File: src/hw/rtl/bmf_ram.sv
module bmf_ram #(
   parameter int WIDTH = 8,
   parameter int DEPTH = 16,
   localparam int AW = $clog2(DEPTH)
) (
   input  logic             clock,
   input  logic             we,
   input  logic [AW-1:0]    waddr,
   input  logic [WIDTH-1:0] wdata,
   input  logic [AW-1:0]    raddr,
   output logic [WIDTH-1:0] rdata
);

   logic [WIDTH-1:0] mem [DEPTH];
   logic [WIDTH-1:0] rdata_ff;

   always_ff @(posedge clock) begin
      if (we) begin
         mem[waddr] <= wdata;
      end
      rdata_ff <= mem[raddr];
   end

   assign rdata = rdata_ff;

endmodule

File: config.mk
export PLATFORM = sky130hd
export DESIGN_NAME = bmf_ram
export DESIGN_NICKNAME = d
export VERILOG_FILES = /design/src/hw/rtl/bmf_ram.sv
export SDC_FILE = /design/constraint.sdc
export NUM_CORES = 1
export LEC_CHECK = 0
export ABC_AREA = 1
export BUFFER_PORTS_ARGS = -buffer_cell sky130_fd_sc_hd__buf_2
export CORE_AREA = 8 8 109 111
export CTS_CLUSTER_SIZE = 24
export DETAILED_ROUTE_END_ITERATION = 10
export DIE_AREA = 0 0 117 119
export PLACE_DENSITY = 0.75
export SLEW_MARGIN = 20
export SYNTH_ARGS = -nofsm -noshare
export SYNTH_HDL_FRONTEND = slang
export SYNTH_SLANG_ARGS = --single-unit
File: constraint.sdc
create_clock -name clock -period 1.9 [get_ports clock]
set_input_delay 0.285 -clock clock [delete_from_list [all_inputs] [get_ports clock]]
set_output_delay 0.285 -clock clock [all_outputs]
set_load 0.02 [all_outputs]
==> results.cfg <==
[status]
status = completed

[sta]
tns_ns = 0
hold_viol = 0
period_share_pct = 71.8
hold_ws_ns = 0.122
clock.fmax_ghz = 0.734
drv_slew = 0
rsz0062_at_grt = no
final-setup-viol-count = 0
clock_skew_ns = 0.0135
slew_headroom_pct = 57.7
tightest_slew_ns = 0.634
fin_crit_ns = 1.36

[clock_tree]
clock-sinks = 136
cts.repair.resized = 0
cts_max_level = 4
insertion_delay_ns = 0.53
cts_setup_buffers = 0
root_buffer = clkbuf_8
path_clk_slew_ns = 0.06
clk_path_buf_depth = 2
cts_hold_buf = 0
cts_tree = yes
cts_buffers = 17

[power]
max-vdd-ir-drop_v = 0.000631
p_leak_nw = 2.92
power_density_nw_per_um2 = 1070

[worst_setup_path]
crit_chain = buf_2
path_delay_family = flip-flops
worstPathArrival_ns = 1.08
critical_path_depth = 1
r2r_end = rdata[6]
start_kind = flop
r2r-start = mem[5][6]
crit_slowest_cell = dfxtp_1
max_stage_delay_ns = 0.37
critPathMaxFanout = 1
ff2ff_path_depth = 6
worstSetupPathType = flop to primary output
crit_start = rdata[5]
ff2ff_setup_slack_ns = 0.84
cp_num_buf_inv = 1
crit_path_end_kind = primary output
cp_data_required_time_ns = 1.62

[floorplan]
initial_core_util_pct = 57.1
rows = 37
pin_count = 26
core_area_um2 = 10100
dieArea_um2 = 13900
die_h_um = 119
die_w_um = 117

[yosys]
ys_ff_latch = 136
post-synth-top-count-cell = nand2_1
synth_edf_count = 128
netlist_top_cells_area = edfxtp_1 (67%), nand2_1 (11%), nand3_1 (8.4%)
synth_flop_cell = edfxtp_1
yosysTopAreaCell = edfxtp_1
synth_area_per_cell_um2 = 10.5
syn-cell-area_um2 = 5770
ys_types = 12
netlist_instances = 551
async_flop_share_pct = 0
synth_top_area_share_pct = 66.7
synth-seq-area-share_pct = 69.4
yosys_warnings = 0
postSynthNetCount = 569
synth_common_cells = nand2_1 (173), edfxtp_1 (128), inv_1 (100)

[place]
hpwl_mm = 7.85
globalplace.congestion = 0.868
portBuffers = 25

[route]
final_antenna_net_count = 0
drt-total-wl_mm = 12.7
via_per_inst = 5.21
dr.pass1.iters = 5
drc = 0
vias = 3863
initialDrtViolationCount = 333
wl_per_cell_um = 17.2

[global_routing]
grt-ovfl-total = 0
track_usage_pct = 19.9
grt_max_degree = 43
grt_pass1_wl_mm = 20.3
antenna_found_initial = 0
first_global_vias = 3853

[hold_path]
whs_endpoint = rdata[6]
min_path_type = input port to flop
worstHoldStart = raddr[3]
worstHoldPathCells = 3

[finish]
multiInputGateArea_um2 = 1210
final_util_pct = 66.0
fill_cells = 792
nets = 611
n_antenna_cell = 0
drive_gt1_share_pct = 13.2
syn2layout_area_growth_pct = 15.5
regArea_um2 = 4000

[job]
max_cap_violations = 0
## cell usage in the layout, fill, tap and decap left out
cell type   Yosys  final
nand2_1       173    173
edfxtp_1      128    128
inv_1         100    100
nand3_1        97     97
buf_2          13     25
buf_4           4     22
nor2_1         17     17
clkbuf_16       0     16
dfxtp_1         8      8
clkinv_2        0      6
bufinv_16       0      4
clkinvlp_4      0      3
inv_2           2      2
nand3b_1        2      2
clkbuf_8        0      1
clkinv_4        0      1
clkbuf_1        0      1
## stage by stage
| step | cell area [um2] | power, W | cells | setup slack, ns |
|---|---|---|---|---|
| 6_report | 6660 | 0.00710 | 742 | 0.537 |
| 5_1_grt | 6660 | 0.00732 | 742 | 0.495 |
| 4_1_cts | 6660 | 0.00714 | 742 | 0.508 |
| 3_5_place_dp | 6060 | 0.00386 | 710 | 0.411 |
| 3_3_place_gp | 6060 | 0.00384 | 710 | 0.437 |
| 2_1_floorplan | 5770 | 0.00369 | 551 | 0.664 |
## worst max-delay path by stage
| stage | end | slack (ns) |
|---|---|---|
| 3_3_place_gp | rdata[6] | 0.44 |
| 5_1_grt | rdata[5] | 0.49 |
| 3_5_place_dp | rdata[6] | 0.41 |
| 6_report | rdata[5] | 0.54 |
| 2_1_floorplan | mem[10][0] | 0.66 |
| 4_1_cts | rdata[5] | 0.51 |
## state kept, by name, indices dropped and copies added, names as in the netlist
name	count
mem	128
rdata	8
## power breakdown
part | internal [W] | total, W | switching [W]
sequential | 0.00335 | 0.00338 | 0.0000217
clock | 0.00211 | 0.00331 | 0.00119
combinational | 0.000118 | 0.000422 | 0.000304
## logic make-up after synthesis
| logic type | count (synthesis) | share of synthesized area (%) |
|---|---|---|
| buf+inv | 126 | 9.52 |
| flops | 136 | 69.4 |
| simple gates | 289 | 21.0 |
## layer usage
layer	vias up	share of wire (%)	GRT usage (%)
met5	-	0	0
met4	0	2.4	9.21
met3	29	7.2	4.55
met2	179	50	31.7
met1	1797	41	25.1
li1	1858	-	-
## area by class of cell
type | count | share of cell area, %
Sequential cell | 136 | 60.1
Multi-Input combinational cell | 289 | 18.2
Clock buffer | 18 | 6.27
Inverter | 102 | 5.75
Timing Repair Buffer | 47 | 4.36
Clock inverter | 14 | 2.72
Tap cell | 136 | 2.55
No activity file was read; power rests on OpenSTA's default activity.
