File: config.mk
export PLATFORM = sky130hd
export DESIGN_NAME = bmf_useq
export DESIGN_NICKNAME = d
export VERILOG_FILES = /design/src/hw/rtl/bmf_pkg.sv /design/src/hw/rtl/bmf_useq.sv
export SDC_FILE = /design/constraint.sdc
export NUM_CORES = 1
export LEC_CHECK = 0
export ABC_AREA = 1
export BUFFER_PORTS_ARGS = -buffer_cell sky130_fd_sc_hd__buf_4
export CAP_MARGIN = 20
export CORE_MARGIN = 8
export CORE_UTILIZATION = 30
export DETAILED_ROUTE_END_ITERATION = 6
export PLACE_DENSITY = 0.52
export SETUP_SLACK_MARGIN = 0.02
export SYNTH_ARGS = -nofsm -noshare
export SYNTH_HDL_FRONTEND = slang
export SYNTH_SLANG_ARGS = --single-unit
export TNS_END_PERCENT = 10
File: constraint.sdc
create_clock -name clock -period 2.5 [get_ports clock]
set_input_delay 0.125 -clock clock [delete_from_list [all_inputs] [get_ports clock]]
set_output_delay 0.125 -clock clock [all_outputs]
set_load 0.01 [all_outputs]
File: src/hw/rtl/bmf_pkg.sv
package bmf_pkg;

   localparam int PAGES_PER_BLK_DEF = 32;
   localparam int DATA_BLOCKS_DEF   = 256;

   localparam int SECTOR_W = 13;
   localparam int PAGE_W   = 14;
   localparam int ERASE_W  = 9;
   localparam int OP_W     = 2;
   localparam int STEP_W   = 4;

   typedef logic [OP_W-1:0] flash_op_type;

   localparam flash_op_type FOP_READ    = 2'd0;
   localparam flash_op_type FOP_COPY    = 2'd1;
   localparam flash_op_type FOP_ERASE   = 2'd2;
   localparam flash_op_type FOP_PROGRAM = 2'd3;

   typedef logic [STEP_W-1:0] step_type;

   localparam step_type STEP_IDLE     = 4'd0;
   localparam step_type STEP_DIV      = 4'd1;
   localparam step_type STEP_LOOKUP   = 4'd2;
   localparam step_type STEP_PBN      = 4'd3;
   localparam step_type STEP_LOAD_PW  = 4'd4;
   localparam step_type STEP_BR_READ  = 4'd5;
   localparam step_type STEP_BR_DROP  = 4'd6;
   localparam step_type STEP_BR_ALLOC = 4'd7;
   localparam step_type STEP_BR_CLEAN = 4'd8;
   localparam step_type STEP_COPY     = 4'd9;
   localparam step_type STEP_ERASE    = 4'd10;
   localparam step_type STEP_WIPE     = 4'd11;
   localparam step_type STEP_ALLOC    = 4'd12;
   localparam step_type STEP_PROGRAM  = 4'd13;
   localparam step_type STEP_READ     = 4'd14;

   // datapath action of one control word
   typedef enum logic [3:0] {
      ACT_NOP,
      ACT_DIV,
      ACT_LOOKUP,
      ACT_PBN,
      ACT_LOAD_PW,
      ACT_COPY,
      ACT_ERASE,
      ACT_WIPE,
      ACT_ALLOC,
      ACT_PROGRAM,
      ACT_READ
   } act_type;

   // jump condition of one control word, fall through when false
   typedef enum logic [2:0] {
      COND_NEVER,
      COND_ALWAYS,
      COND_NO_START,
      COND_READ,
      COND_DROP,
      COND_UNMAPPED,
      COND_CLEAN,
      COND_COPY_MORE
   } cond_type;

   typedef struct packed {
      act_type  act;
      cond_type cond;
      step_type target;
   } uword_type;

   typedef struct packed {
      logic start;
      logic is_read;
      logic drop;
      logic unmapped;
      logic clean;
      logic copy_more;
   } flags_type;

   function automatic uword_type ucode(step_type step);
      uword_type w;
      unique case (step)
         STEP_IDLE:     w = '{act: ACT_NOP,     cond: COND_NO_START,  target: STEP_IDLE};
         STEP_DIV:      w = '{act: ACT_DIV,     cond: COND_NEVER,     target: STEP_IDLE};
         STEP_LOOKUP:   w = '{act: ACT_LOOKUP,  cond: COND_NEVER,     target: STEP_IDLE};
         STEP_PBN:      w = '{act: ACT_PBN,     cond: COND_NEVER,     target: STEP_IDLE};
         STEP_LOAD_PW:  w = '{act: ACT_LOAD_PW, cond: COND_NEVER,     target: STEP_IDLE};
         STEP_BR_READ:  w = '{act: ACT_NOP,     cond: COND_READ,      target: STEP_READ};
         STEP_BR_DROP:  w = '{act: ACT_NOP,     cond: COND_DROP,      target: STEP_IDLE};
         STEP_BR_ALLOC: w = '{act: ACT_NOP,     cond: COND_UNMAPPED,  target: STEP_ALLOC};
         STEP_BR_CLEAN: w = '{act: ACT_NOP,     cond: COND_CLEAN,     target: STEP_PROGRAM};
         STEP_COPY:     w = '{act: ACT_COPY,    cond: COND_COPY_MORE, target: STEP_COPY};
         STEP_ERASE:    w = '{act: ACT_ERASE,   cond: COND_NEVER,     target: STEP_IDLE};
         STEP_WIPE:     w = '{act: ACT_WIPE,    cond: COND_ALWAYS,    target: STEP_PROGRAM};
         STEP_ALLOC:    w = '{act: ACT_ALLOC,   cond: COND_NEVER,     target: STEP_IDLE};
         STEP_PROGRAM:  w = '{act: ACT_PROGRAM, cond: COND_ALWAYS,    target: STEP_IDLE};
         STEP_READ:     w = '{act: ACT_READ,    cond: COND_ALWAYS,    target: STEP_IDLE};
         default:       w = '{act: ACT_NOP,     cond: COND_ALWAYS,    target: STEP_IDLE};
      endcase
      return w;
   endfunction

endpackage

File: src/hw/rtl/bmf_useq.sv
module bmf_useq (
   input  logic                clock,
   input  logic                reset,
   input  bmf_pkg::flags_type  flags,
   output bmf_pkg::act_type    act,
   output logic                busy
);

   import bmf_pkg::*;

   step_type  step_ff;
   step_type  step_in;
   uword_type word;
   logic      take_jump;

   assign word = ucode(step_ff);

   always_comb begin
      unique case (word.cond)
         COND_NEVER:     take_jump = 1'b0;
         COND_ALWAYS:    take_jump = 1'b1;
         COND_NO_START:  take_jump = !flags.start;
         COND_READ:      take_jump = flags.is_read;
         COND_DROP:      take_jump = flags.drop;
         COND_UNMAPPED:  take_jump = flags.unmapped;
         COND_CLEAN:     take_jump = flags.clean;
         COND_COPY_MORE: take_jump = flags.copy_more;
         default:        take_jump = 1'b1;
      endcase
      step_in = take_jump ? word.target : step_ff + step_type'(1);
   end

   always_ff @(posedge clock) begin
      if (reset) begin
         step_ff <= STEP_IDLE;
      end else begin
         step_ff <= step_in;
      end
   end

   assign act  = word.act;
   assign busy = (step_ff != STEP_IDLE);

endmodule

==> metrics.txt, run 1 <==
# TYPE chip_impl_metric gauge
chip_impl_info{name="status",value="completed"} 1
chip_impl_info{name="ys_top_cells_by_count",value="17 x sky130_fd_sc_hd__nand2_1, 15 x sky130_fd_sc_hd__dfxtp_1, 15 x sky130_fd_sc_hd__inv_1"} 1
chip_impl_metric{name="max-vdd-ir-drop",unit="V"} 0.000392
chip_impl_metric{name="timing.final.crit_period",unit="ps"} 1880
chip_impl_metric{name="ctsResizeCount",unit=""} 0
chip_impl_metric{name="global_route_wire_length_before_repair",unit="um"} 2910
chip_impl_info{name="grt_setup_unrepaired",value="no"} 1
chip_impl_metric{name="final.setup.worst_slack",unit="ps"} 623
chip_impl_metric{name="final_min_period_over_clock_period",unit=""} 0.751
chip_impl_metric{name="synth_nets",unit=""} 120
chip_impl_metric{name="ys_async_sr_fraction",unit=""} 0
chip_impl_metric{name="area_delta_synth_final",unit="%"} 14.8
chip_impl_metric{name="layout-drive-gt1-share",unit=""} 0.267
chip_impl_metric{name="syn-instance-count",unit=""} 104
chip_impl_metric{name="synth_seq_cells",unit=""} 15
chip_impl_metric{name="insertedDiodeCount",unit=""} 0
chip_impl_metric{name="synth.yosys.warnings",unit=""} 0
chip_impl_metric{name="routed_wire_length_per_instance",unit="um"} 10.5
chip_impl_metric{name="drt.antenna.violating_nets",unit=""} 0
chip_impl_metric{name="max_slew_margin",unit=""} 0.797
chip_impl_metric{name="die_height",unit="um"} 69.1
chip_impl_metric{name="clk_path_buf_depth",unit=""} 2
chip_impl_metric{name="io-pin-count",unit=""} 13
chip_impl_metric{name="leakagePower",unit="nW"} 0.477
chip_impl_metric{name="remaining_drc_errors",unit=""} 0
chip_impl_metric{name="seq_power_share",unit=""} 0.346
chip_impl_metric{name="track_usage",unit=""} 0.0713
chip_impl_metric{name="clkTransAtPathRegs",unit="ps"} 80
chip_impl_metric{name="final-setup-viol-count",unit=""} 0
chip_impl_metric{name="wl",unit="um"} 1550
chip_impl_metric{name="syn_avg_cell_area",unit="um2"} 8.13
chip_impl_metric{name="numClockSinks",unit=""} 15
chip_impl_metric{name="timing.reg2reg.setup_slack",unit="ps"} 620
chip_impl_info{name="cts_tree",value="built"} 1
chip_impl_metric{name="clock_latency",unit="ps"} 270
chip_impl_metric{name="min_delay_path_depth",unit=""} 4
chip_impl_info{name="min_delay_worst_endpoint",value="step_ff[3]"} 1
chip_impl_metric{name="drt_pass1_iterations",unit=""} 4
chip_impl_metric{name="via_count",unit=""} 676
chip_impl_info{name="synth_flop_cell",value="sky130_fd_sc_hd__dfxtp_1"} 1
chip_impl_metric{name="postCtsHoldBufs",unit=""} 0
chip_impl_metric{name="power-per-cell-area",unit="nW/um2"} 1070
chip_impl_metric{name="final_nets",unit=""} 133
chip_impl_info{name="setup.worst_path.class",value="flip-flop to flip-flop"} 1
chip_impl_metric{name="comb_power_share",unit=""} 0.528
chip_impl_metric{name="hpwl_dp",unit="um"} 1260
chip_impl_metric{name="cap_violations",unit=""} 0
chip_impl_metric{name="avgViaCountPerCell",unit=""} 4.60
chip_impl_metric{name="num_rows",unit=""} 19
chip_impl_metric{name="pre_cts_ws",unit="ps"} 619
chip_impl_metric{name="largest_net_degree_at_the_start_of_global_routing",unit=""} 9
chip_impl_metric{name="drt_first_iter_violations",unit=""} 12
chip_impl_metric{name="multi_input_area",unit="um2"} 455
chip_impl_metric{name="post_cts.repair.setup_buffers",unit=""} 0
chip_impl_metric{name="switching_power",unit="mW"} 0.451
chip_impl_metric{name="cell_internal_pwr",unit="mW"} 0.588
chip_impl_metric{name="critical_path_required",unit="ps"} 2660
chip_impl_metric{name="die-area",unit="um2"} 4770
chip_impl_metric{name="syn_area",unit="um2"} 846
chip_impl_metric{name="final_sum_of_negative_setup_slack",unit="ps"} 0
chip_impl_metric{name="sequential_cell_area",unit="um2"} 300
chip_impl_metric{name="grt_remaining_overflow",unit=""} 0
chip_impl_metric{name="cts_max_level",unit=""} 1
chip_impl_metric{name="yosys.cell_types.count",unit=""} 20
chip_impl_metric{name="n_fill_cell",unit=""} 304
chip_impl_metric{name="grt_antenna_before_repair",unit=""} 0
chip_impl_metric{name="via_count_of_the_first_global_routing_pass",unit=""} 691
chip_impl_metric{name="actual_slew_at_the_worst_max_slew_pin",unit="ps"} 304
chip_impl_info{name="synthMostInstantiatedCell",value="sky130_fd_sc_hd__nand2_1"} 1
chip_impl_metric{name="yosysTopAreaCellShare",unit=""} 0.355
chip_impl_metric{name="synth_enable_flop_cells",unit=""} 0
chip_impl_info{name="synthDominantAreaCellType",value="sky130_fd_sc_hd__dfxtp_1"} 1
chip_impl_metric{name="synth_sequential_area_ratio",unit=""} 0.355
chip_impl_metric{name="placement.io_buffers",unit=""} 12
chip_impl_metric{name="report.final.slew_viol_count",unit=""} 0
chip_impl_info{name="crit-reg2reg-capture",value="word[5]"} 1
chip_impl_info{name="synthTopCellsByArea",value="sky130_fd_sc_hd__dfxtp_1 36%, sky130_fd_sc_hd__ha_1 12%, sky130_fd_sc_hd__nand2_1 7.5%"} 1
chip_impl_metric{name="timing.clock.skew",unit="ps"} 2.19
chip_impl_info{name="tightest_hold_check_type",value="input port to flip-flop"} 1
chip_impl_metric{name="gp_routability_congestion",unit=""} 0.766
chip_impl_info{name="critical_path.endpoint_type",value="flip-flop"} 1
chip_impl_metric{name="worst_reg2reg_path_length_in_cells",unit=""} 12
chip_impl_metric{name="die_width",unit="um"} 69.1
chip_impl_metric{name="cts_made_buffers",unit=""} 3
chip_impl_metric{name="design.core.area",unit="um2"} 2710
chip_impl_info{name="worst_setup_path_start_kind",value="flip-flop"} 1
chip_impl_info{name="worst_hold_startpoint",value="reset"} 1
chip_impl_info{name="regToRegStartpoint",value="word[5]"} 1
chip_impl_metric{name="power.share.switching",unit=""} 0.434
chip_impl_metric{name="clock.fmax",unit="MHz"} 533
chip_impl_info{name="cts.root.buffer_cell",value="sky130_fd_sc_hd__clkbuf_4"} 1
chip_impl_metric{name="start_util",unit=""} 0.312
chip_impl_metric{name="crit_arrival",unit="ps"} 2040
chip_impl_metric{name="critical_path.max_fanout",unit=""} 8
chip_impl_metric{name="hold_viol_final",unit=""} 0
chip_impl_metric{name="clkPwrFrac",unit=""} 0.126
logic make-up (layout without fill, tap and decap cells):
| kind of cell | count (synthesis) | count (layout) | synth area share |
|---|---|---|---|
| adders and majority gates | 8 | 8 | 0.118 |
| buffers and inverters | 20 | 32 | 0.107 |
| AOI/OAI and AO/OA | 9 | 9 | 0.0577 |
| xor gates and xnor gates | 2 | 2 | 0.0207 |
| and+or+nand+nor | 50 | 50 | 0.342 |
| DFF | 15 | 15 | 0.355 |
worst max-delay path: stages (launching register included):
cell,delay [ps]
sky130_fd_sc_hd__dfxtp_1,400
sky130_fd_sc_hd__inv_2,70
sky130_fd_sc_hd__nand2_1,60
sky130_fd_sc_hd__nand3_1,60
sky130_fd_sc_hd__nand2_1,80
sky130_fd_sc_hd__nand2_2,130
sky130_fd_sc_hd__nand3_2,90
sky130_fd_sc_hd__nand2_1,70
sky130_fd_sc_hd__nor2_2,260
sky130_fd_sc_hd__inv_1,150
sky130_fd_sc_hd__ha_1,250
sky130_fd_sc_hd__nand3_1,90
sky130_fd_sc_hd__nand3_1,70
flip-flops by register name (all words and copies together), names as in the netlist:
name,count
step_ff,4
word,11
final cells by class:
cell class	instances	area share
clock buffer	4	0.0271
timing repair buffer	12	0.0928
multi-input combinational	69	0.469
sequential	15	0.309
inverter	16	0.0619
tap	31	0.0399
cells in the final DEF, fill, tap and decap left out, drive strengths merged:
cell,synthesis,final
nand2,21,21
nand3,19,19
inv,16,16
dfxtp,15,15
buf,4,12
ha,8,8
nor2,8,8
o21ai,6,6
clkbuf,0,4
a21oi,3,3
nand3b,2,2
xnor2,1,1
xor2,1,1
metal layers:
layer  part of all wire  track usage
met2               0.49        0.117
met1               0.44       0.0762
met5                  0            0
met3              0.037       0.0143
met4              0.033       0.0615
per-stage QoR:
step	cell area, um2	total power [mW]	hold slack (ps)	util	instances
3_3_place_gp	945	0.921	470	0.349	143
3_5_place_dp	945	0.924	474	0.349	143
5_1_grt	971	1.15	259	0.358	147
2_1_floorplan	846	0.799	411	-	104
4_1_cts	971	1.06	241	0.358	147
6_report	971	1.04	253	0.358	147
worst max-delay path by stage:
| stage | endpoint | slack (ps) | start |
|---|---|---|---|
| final | word[5] | 620 | word[5] |
| after global routing | word[5] | 400 | word[5] |
| after CTS | word[5] | 610 | word[5] |
| after detailed placement | word[5] | 620 | word[5] |
| after floorplan | word[5] | 880 | word[5] |
| after global placement | word[5] | 640 | word[5] |
power groups by stage:
stage	logic (mW)	registers [mW]	clock network (mW)
after floorplan	0.444	0.355	0
after global placement	0.556	0.364	0
after detailed placement	0.557	0.366	0
after CTS	0.558	0.361	0.141
after global routing	0.631	0.370	0.152
final	0.548	0.360	0.131
(Power assumes the default switching activity.)
==> run 2, diff against run 1 <==
Settings changed: ABC_AREA 1 to 0, PLACE_DENSITY 0.52 to 0.53.
Clock period 2.5 ns to 1.6 ns, I/O delays scaled along.
==> run 2 against run 1 <==
Effect of this change:
- clock power increased by 60%
- fmax decreased by 8.4%
- flip-flop and latch count unchanged
- largest power group unchanged
- die area increased by 6.0%
- final cell count increased by 7.5%
- area after synthesis increased by 7.8%
- the flow now finishes with violations (setup timing)
- clock skew decreased by 0.63 ps
- first-iteration DRC count increased by 17%
- sequential share of layout area decreased by 5.5 points
- synthesized cell count decreased by 2.9%
- largest cell class unchanged
- combinational power increased to 2.7 times the previous value
- non-clock buffer count increased by 13
==> metrics.txt, run 2 <==
# TYPE chip_impl_metric gauge
chip_impl_metric{name="drt_first_iter_violations",unit=""} 14
chip_impl_metric{name="clkTransAtPathRegs",unit="ps"} 80
chip_impl_metric{name="track_usage",unit=""} 0.0758
chip_impl_metric{name="yosys.area_share.simple",unit=""} 0.229
chip_impl_metric{name="design.core.area",unit="um2"} 2980
chip_impl_metric{name="routed_wire_length_per_instance",unit="um"} 11.7
chip_impl_metric{name="crit_arrival",unit="ps"} 2210
chip_impl_info{name="cts.root.buffer_cell",value="sky130_fd_sc_hd__clkbuf_4"} 1
chip_impl_metric{name="gp_routability_congestion",unit=""} 0.847
chip_impl_info{name="worst_hold_startpoint",value="reset"} 1
chip_impl_metric{name="wl",unit="um"} 1840
chip_impl_metric{name="global_route_wire_length_before_repair",unit="um"} 3000
chip_impl_metric{name="largest_register_ffs",unit=""} 11
chip_impl_metric{name="cap_violations",unit=""} 0
chip_impl_metric{name="syn_avg_cell_area",unit="um2"} 9.03
chip_impl_metric{name="placement.io_buffers",unit=""} 12
chip_impl_info{name="min_delay_worst_endpoint",value="step_ff[1]"} 1
chip_impl_metric{name="worst_reg2reg_path_length_in_cells",unit=""} 9
chip_impl_info{name="setup.worst_path.class",value="flip-flop to flip-flop"} 1
chip_impl_metric{name="yosysTopAreaCellShare",unit=""} 0.329
chip_impl_metric{name="max_slew_margin",unit=""} 0.770
chip_impl_info{name="failed_checks",value="setup timing"} 1
chip_impl_metric{name="die_height",unit="um"} 71.1
chip_impl_metric{name="avgViaCountPerCell",unit=""} 4.73
chip_impl_info{name="cts_tree",value="built"} 1
chip_impl_metric{name="layout-drive-gt1-share",unit=""} 0.376
chip_impl_metric{name="power-per-cell-area",unit="nW/um2"} 1930
chip_impl_info{name="synth_flop_cell",value="sky130_fd_sc_hd__dfxtp_1"} 1
chip_impl_metric{name="synth-compound-area-share",unit=""} 0.160
chip_impl_metric{name="post_dp_cell_area",unit="um2"} 1160
chip_impl_metric{name="remaining_drc_errors",unit=""} 0
chip_impl_metric{name="synth_enable_flop_cells",unit=""} 0
chip_impl_metric{name="drt.antenna.violating_nets",unit=""} 0
chip_impl_info{name="tightest_hold_check_type",value="input port to flip-flop"} 1
chip_impl_metric{name="grt_remaining_overflow",unit=""} 0
chip_impl_metric{name="actual_slew_at_the_worst_max_slew_pin",unit="ps"} 341
chip_impl_metric{name="hold_viol_final",unit=""} 0
chip_impl_metric{name="cts_max_level",unit=""} 1
chip_impl_metric{name="insertedDiodeCount",unit=""} 0
chip_impl_metric{name="timing.reg2reg.setup_slack",unit="ps"} -450
chip_impl_metric{name="yosys-mux-area-fraction",unit=""} 0.0960
chip_impl_info{name="layout_common_cells",value="24 x sky130_fd_sc_hd__buf_4, 13 x sky130_fd_sc_hd__dfxtp_1, 7 x sky130_fd_sc_hd__nor2_1"} 1
chip_impl_metric{name="report.final.slew_viol_count",unit=""} 0
chip_impl_metric{name="leakagePower",unit="nW"} 0.517
chip_impl_info{name="synthDominantAreaCellType",value="sky130_fd_sc_hd__dfxtp_1"} 1
chip_impl_metric{name="synth_nets",unit=""} 117
chip_impl_metric{name="post_cts.repair.setup_buffers",unit=""} 0
chip_impl_metric{name="area_delta_synth_final",unit="%"} 31.5
chip_impl_metric{name="seq_power_share",unit=""} 0.261
chip_impl_metric{name="max-vdd-ir-drop",unit="V"} 0.000798
chip_impl_metric{name="syn_area",unit="um2"} 912
chip_impl_metric{name="die-area",unit="um2"} 5060
chip_impl_metric{name="grt_antenna_before_repair",unit=""} 0
chip_impl_metric{name="synth_sequential_area_ratio",unit=""} 0.329
chip_impl_metric{name="clk_path_buf_depth",unit=""} 2
chip_impl_metric{name="num_rows",unit=""} 20
chip_impl_info{name="status",value="complete, but fails checks"} 1
chip_impl_metric{name="timing.final.crit_period",unit="ps"} 2050
chip_impl_metric{name="synth_seq_cells",unit=""} 15
chip_impl_metric{name="clock.fmax",unit="MHz"} 488
chip_impl_metric{name="via_count_of_the_first_global_routing_pass",unit=""} 722
chip_impl_metric{name="hpwl_dp",unit="um"} 1520
chip_impl_info{name="synthMostInstantiatedCell",value="sky130_fd_sc_hd__dfxtp_1"} 1
chip_impl_metric{name="yosys.cell_types.count",unit=""} 36
chip_impl_metric{name="timing.clock.skew",unit="ps"} 1.56
chip_impl_metric{name="critical_path_required",unit="ps"} 1760
chip_impl_metric{name="cell_internal_pwr",unit="mW"} 1.39
chip_impl_metric{name="clkPwrFrac",unit=""} 0.090
chip_impl_metric{name="start_util",unit=""} 0.306
chip_impl_info{name="regToRegStartpoint",value="word[4]"} 1
chip_impl_metric{name="total_power",unit="mW"} 2.32
chip_impl_metric{name="power.share.switching",unit=""} 0.400
chip_impl_info{name="ys_top_cells_by_count",value="15 x sky130_fd_sc_hd__dfxtp_1, 9 x sky130_fd_sc_hd__nor2_1, 8 x sky130_fd_sc_hd__ha_1"} 1
chip_impl_metric{name="final_nets",unit=""} 142
chip_impl_metric{name="clock_latency",unit="ps"} 280
chip_impl_info{name="critical_path.endpoint_type",value="flip-flop"} 1
chip_impl_metric{name="via_count",unit=""} 747
chip_impl_metric{name="numClockSinks",unit=""} 15
chip_impl_metric{name="critical_path.max_fanout",unit=""} 7
chip_impl_metric{name="synth.yosys.warnings",unit=""} 0
chip_impl_metric{name="drt_pass1_iterations",unit=""} 4
chip_impl_info{name="grt_setup_unrepaired",value="yes"} 1
chip_impl_metric{name="io-pin-count",unit=""} 13
chip_impl_metric{name="min_delay_path_depth",unit=""} 2
chip_impl_metric{name="syn-instance-count",unit=""} 101
chip_impl_metric{name="largest_net_degree_at_the_start_of_global_routing",unit=""} 14
chip_impl_info{name="crit-reg2reg-capture",value="word[5]"} 1
chip_impl_metric{name="n_fill_cell",unit=""} 281
chip_impl_info{name="worst_setup_path_start_kind",value="flip-flop"} 1
chip_impl_metric{name="final.setup.worst_slack",unit="ps"} -448
chip_impl_metric{name="ys_async_sr_fraction",unit=""} 0
chip_impl_metric{name="stdcell_area",unit="um2"} 1200
chip_impl_info{name="most_frequent_standard_cell_in_the_layout_excluding_fill_and_tap_cells",value="sky130_fd_sc_hd__buf_4"} 1
chip_impl_metric{name="final_min_period_over_clock_period",unit=""} 1.28
chip_impl_metric{name="cts_made_buffers",unit=""} 3
chip_impl_info{name="synthTopCellsByArea",value="sky130_fd_sc_hd__dfxtp_1 33%, sky130_fd_sc_hd__ha_1 11%, sky130_fd_sc_hd__mux2i_1 5.5%"} 1
chip_impl_metric{name="synth_adder_area_share",unit=""} 0.110
chip_impl_metric{name="final-setup-viol-count",unit=""} 14
chip_impl_metric{name="synth_xor_area_frac",unit=""} 0.00960
chip_impl_metric{name="switching_power",unit="mW"} 0.928
chip_impl_info{name="synth_top_family_by_area",value="simple AND/OR/NAND/NOR gates"} 1
chip_impl_metric{name="die_width",unit="um"} 71.1
chip_impl_metric{name="comb_power_share",unit=""} 0.648
==> run 2: critical path, stage by stage, from the launching register on <==
cell and delay (ps):
sky130_fd_sc_hd__dfxtp_2 330, sky130_fd_sc_hd__or4b_4 520, sky130_fd_sc_hd__o311ai_4 90, sky130_fd_sc_hd__nor2_4 80, sky130_fd_sc_hd__mux2i_1 200, sky130_fd_sc_hd__or2_4 230, sky130_fd_sc_hd__inv_4 50, sky130_fd_sc_hd__ha_4 160
sky130_fd_sc_hd__mux2i_1 140, sky130_fd_sc_hd__o22ai_1 120
==> run 2: power by group through the flow <==
stage	Combinational, mW	Clock [mW]	Sequential [mW]
2_1_floorplan	0.976	0	0.603
3_3_place_gp	1.46	0	0.604
3_5_place_dp	1.47	0	0.612
4_1_cts	1.50	0.215	0.609
5_1_grt	1.63	0.228	0.624
6_report	1.50	0.209	0.606
==> run 2: worst max-delay path by stage <==
stage,startpoint,to,slack [ps],cells after the start
after global placement,word[4],word[5],-380,8
after detailed placement,word[5],word[2],-400,7
after global routing,word[5],word[5],-520,9
after floorplan,word[4],word[5],-410,9
after CTS,word[4],word[5],-440,9
final,word[4],word[5],-450,9
==> run 2: what timing repair did <==
action | in CTS | in global routing
setup endpoints to repair | 14 | 15
pin swaps | 3 | 2
hold buffers | 0 | 0
resized for setup | 3 | 1
==> run 2: cell families (layout without fill, tap and decap cells) <==
group           after synthesis  count (layout)
buf+inv                      12              36
mux                           7               7
xor+xnor                      1               1
fa+ha+maj                     8               8
simple gates                 38              38
flops                        15              15
compound gates               20              20
==> run 2: through the flow <==
stage / hold WS (ps) / setup TNS (ps) / util / setup slack, ps / std cells
3_5_place_dp: 373 / -3610 / 0.390 / -404 / 154
5_1_grt: 85.6 / -4720 / 0.403 / -525 / 158
4_1_cts: 66.7 / -3570 / 0.402 / -442 / 158
2_1_floorplan: 169 / -3460 / - / -411 / 101
6_report: 69.9 / -3600 / 0.403 / -448 / 158
3_3_place_gp: 388 / -3290 / 0.390 / -375 / 154
==> run 2: area by class of cell <==
| class | count | area [um2] | share of cell area |
|---|---|---|---|
| Multi-Input combinational cell | 74 | 607 | 0.506 |
| Sequential cell | 15 | 305 | 0.254 |
| Timing Repair Buffer | 25 | 191 | 0.160 |
| Tap cell | 33 | 41.3 | 0.0344 |
| Inverter | 7 | 28.8 | 0.0240 |
| Clock buffer | 4 | 26.3 | 0.0219 |
==> run 2: routing by layer <==
| layer | routed length (um) | track usage | part of all wire |
|---|---|---|---|
| met5 | 0 | 0 | 0 |
| met4 | 48 | 0.0485 | 0.026 |
| met3 | 51 | 0.0198 | 0.028 |
| met2 | 927 | 0.135 | 0.50 |
| met1 | 816 | 0.0762 | 0.44 |
==> run 3, diff against run 2 <==
Settings changed: CTS_BUF_LIST set to sky130_fd_sc_hd__clkbuf_4.
==> run 3 against run 2 <==
Effect of this change:
- the flow still finishes with violations (setup timing)
- flip-flop and latch count stayed put
- design area increased by 0.83%
- final cell count unchanged
- global-route usage increased by 0.058 points
- total power increased by 2.4%
- sequential power about the same
- via count fell by 0.13%
- setup slack got worse by 38 ps
- clock-buffer cell count unchanged
- routed wire length up 3.7%
==> metrics.txt, run 3 (same netlist as run 2, synthesis figures left out) <==
# TYPE chip_impl_metric gauge
chip_impl_info{name="status",value="complete, but fails checks"} 1
chip_impl_info{name="failed_checks",value="setup timing"} 1
chip_impl_metric{name="max-vdd-ir-drop",unit="V"} 0.000800
chip_impl_metric{name="die_height",unit="um"} 71.1
chip_impl_metric{name="clock_latency",unit="ps"} 280
chip_impl_metric{name="cp.buffers_inverters",unit=""} 1
chip_impl_info{name="cts.root.buffer_cell",value="sky130_fd_sc_hd__clkbuf_4"} 1
chip_impl_metric{name="global_route_wire_length_before_repair",unit="um"} 3020
chip_impl_metric{name="routed-wl-met2",unit="um"} 995
chip_impl_metric{name="routed_wire_length_per_instance",unit="um"} 12.1
chip_impl_metric{name="largest_net_degree_at_the_start_of_global_routing",unit=""} 14
chip_impl_metric{name="insertedDiodeCount",unit=""} 0
chip_impl_info{name="layout_common_cells",value="25 x sky130_fd_sc_hd__buf_4, 13 x sky130_fd_sc_hd__dfxtp_1, 7 x sky130_fd_sc_hd__nor2_1"} 1
chip_impl_metric{name="power-per-cell-area",unit="nW/um2"} 1960
chip_impl_metric{name="wl",unit="um"} 1910
chip_impl_metric{name="track_usage",unit=""} 0.0763
chip_impl_metric{name="max_slew_margin",unit=""} 0.770
chip_impl_metric{name="crit_path_max_incr_delay",unit="ps"} 520
chip_impl_metric{name="timing.clock.skew",unit="ps"} 1.31
chip_impl_metric{name="grt_antenna_before_repair",unit=""} 0
chip_impl_metric{name="largest_register_ffs",unit=""} 11
chip_impl_metric{name="clock.fmax",unit="MHz"} 479
chip_impl_metric{name="route.met3.wl",unit="um"} 61
chip_impl_info{name="critical_path.endpoint_type",value="flip-flop"} 1
chip_impl_info{name="top_signal_layer_used",value="met4"} 1
chip_impl_metric{name="cts_made_buffers",unit=""} 3
chip_impl_metric{name="io-pin-count",unit=""} 13
chip_impl_metric{name="actual_slew_at_the_worst_max_slew_pin",unit="ps"} 341
chip_impl_metric{name="drt_pass1_iterations",unit=""} 4
chip_impl_metric{name="final_min_period_over_clock_period",unit=""} 1.30
chip_impl_metric{name="grt_remaining_overflow",unit=""} 0
chip_impl_metric{name="final-setup-viol-count",unit=""} 14
chip_impl_metric{name="start_util",unit=""} 0.306
chip_impl_info{name="tightest_hold_check_type",value="input port to flip-flop"} 1
chip_impl_metric{name="wl_met1",unit="um"} 807
chip_impl_metric{name="critical_path.max_fanout",unit=""} 7
chip_impl_metric{name="avgViaCountPerCell",unit=""} 4.72
chip_impl_metric{name="via_count_of_the_first_global_routing_pass",unit=""} 725
chip_impl_metric{name="hpwl_dp",unit="um"} 1520
chip_impl_metric{name="report.final.slew_viol_count",unit=""} 0
chip_impl_metric{name="remaining_drc_errors",unit=""} 0
chip_impl_info{name="worst_setup_path_start_kind",value="flip-flop"} 1
chip_impl_info{name="cp_top_family",value="simple AND/OR/NAND/NOR gates"} 1
chip_impl_info{name="crit_path_cell_trace",value="or4b_4 -> o311ai_4 -> nor2_4 -> mux2i_1 -> or2_4 -> inv_4 -> ha_4 -> mux2i_2 -> o22ai_2"} 1
chip_impl_metric{name="clk_path_buf_depth",unit=""} 2
chip_impl_metric{name="hold_viol_final",unit=""} 0
chip_impl_metric{name="cts_max_level",unit=""} 1
chip_impl_metric{name="gp_routability_congestion",unit=""} 0.847
chip_impl_metric{name="place_inst",unit=""} 154
chip_impl_metric{name="design.core.area",unit="um2"} 2980
chip_impl_metric{name="die-area",unit="um2"} 5060
chip_impl_metric{name="layout-drive-gt1-share",unit=""} 0.400
chip_impl_info{name="cts_tree",value="built"} 1
chip_impl_metric{name="final.setup.worst_slack",unit="ps"} -486
chip_impl_metric{name="leakagePower",unit="nW"} 0.525
chip_impl_info{name="grt_setup_unrepaired",value="yes"} 1
chip_impl_metric{name="cap_violations",unit=""} 0
chip_impl_metric{name="final_nets",unit=""} 142
chip_impl_metric{name="clkTransAtPathRegs",unit="ps"} 80
chip_impl_metric{name="layout.cells.non_filler",unit=""} 158
chip_impl_metric{name="area_delta_synth_final",unit="%"} 32.6
chip_impl_metric{name="crit_arrival",unit="ps"} 2250
chip_impl_info{name="most_frequent_standard_cell_in_the_layout_excluding_fill_and_tap_cells",value="sky130_fd_sc_hd__buf_4"} 1
chip_impl_metric{name="critical_path_required",unit="ps"} 1760
chip_impl_metric{name="drt_first_iter_violations",unit=""} 12
chip_impl_metric{name="placement.io_buffers",unit=""} 12
chip_impl_metric{name="via_count",unit=""} 746
chip_impl_metric{name="num_rows",unit=""} 20
chip_impl_metric{name="timing.final.crit_period",unit="ps"} 2090
chip_impl_info{name="cpMaxStageDelayCell",value="sky130_fd_sc_hd__or4b_4"} 1
chip_impl_metric{name="die_width",unit="um"} 71.1
chip_impl_metric{name="drt.antenna.violating_nets",unit=""} 0
chip_impl_metric{name="final.hold.worst_slack",unit="ps"} 68.0
chip_impl_metric{name="numClockSinks",unit=""} 15
chip_impl_info{name="setup.worst_path.class",value="flip-flop to flip-flop"} 1
## run 3: worst paths after layout
kind | endpoint | depth (start not counted) | from | slack (ps)
min reg2reg | word[10] | 3 | word[2] | 670
min | step_ff[1] | 2 | reset | 70
max reg2reg | word[5] | 9 | word[4] | -490
max | word[5] | 9 | word[4] | -490
## run 3: final cells by class
type	instances	area (um2)
well taps	33	41.3
clock buffers	4	30.0
multi-input cells	74	617
fillers	285	1770
flip-flops and latches	15	305
repair buffers	25	188
inverters	7	28.8
## run 3: routing by layer
layer | vias to the layer above | global-route usage
li1 | 394 | -
met1 | 339 | 0.0762
met2 | 8 | 0.137
met3 | 5 | 0.0198
met4 | 0 | 0.0485
met5 | - | 0
## run 3: timing repair
action	CTS	global route
cloned	0	0
hold buffers	0	0
resized for setup	3	2
setup buffers	0	0
setup endpoints to repair	14	14
pin swaps	3	1
## run 3: per-stage QoR
stage | power [mW] | setup TNS, ps | utilization | worst slack [ps] | area, um2
2_1_floorplan | 1.58 | -3460 | - | -411 | 966
3_3_place_gp | 2.07 | -3290 | 0.390 | -375 | 1160
3_5_place_dp | 2.08 | -3610 | 0.390 | -404 | 1160
4_1_cts | 2.35 | -3580 | 0.403 | -455 | 1200
5_1_grt | 2.55 | -4790 | 0.406 | -573 | 1210
6_report | 2.37 | -3710 | 0.406 | -486 | 1210
## run 3: power by group
| part | total, mW | switching, mW | leakage [nW] | internal, mW |
|---|---|---|---|---|
| Clock | 0.228 | 0.114 | 0.0184 | 0.114 |
| Sequential | 0.605 | 0.0908 | 0.123 | 0.515 |
| Combinational | 1.54 | 0.748 | 0.383 | 0.793 |
| Total | 2.37 | 0.953 | 0.525 | 1.42 |
## run 3: worst reg2reg max path, delay by kind of cell, from the launching register on
family                     cells  cell delay (ps)
and+or+nand+nor                3              830
buffers and inverters          1               50
adders and majority gates      1              160
muxes                          2              380
DFF                            1              330
AOI/OAI and AO/OA              2              210
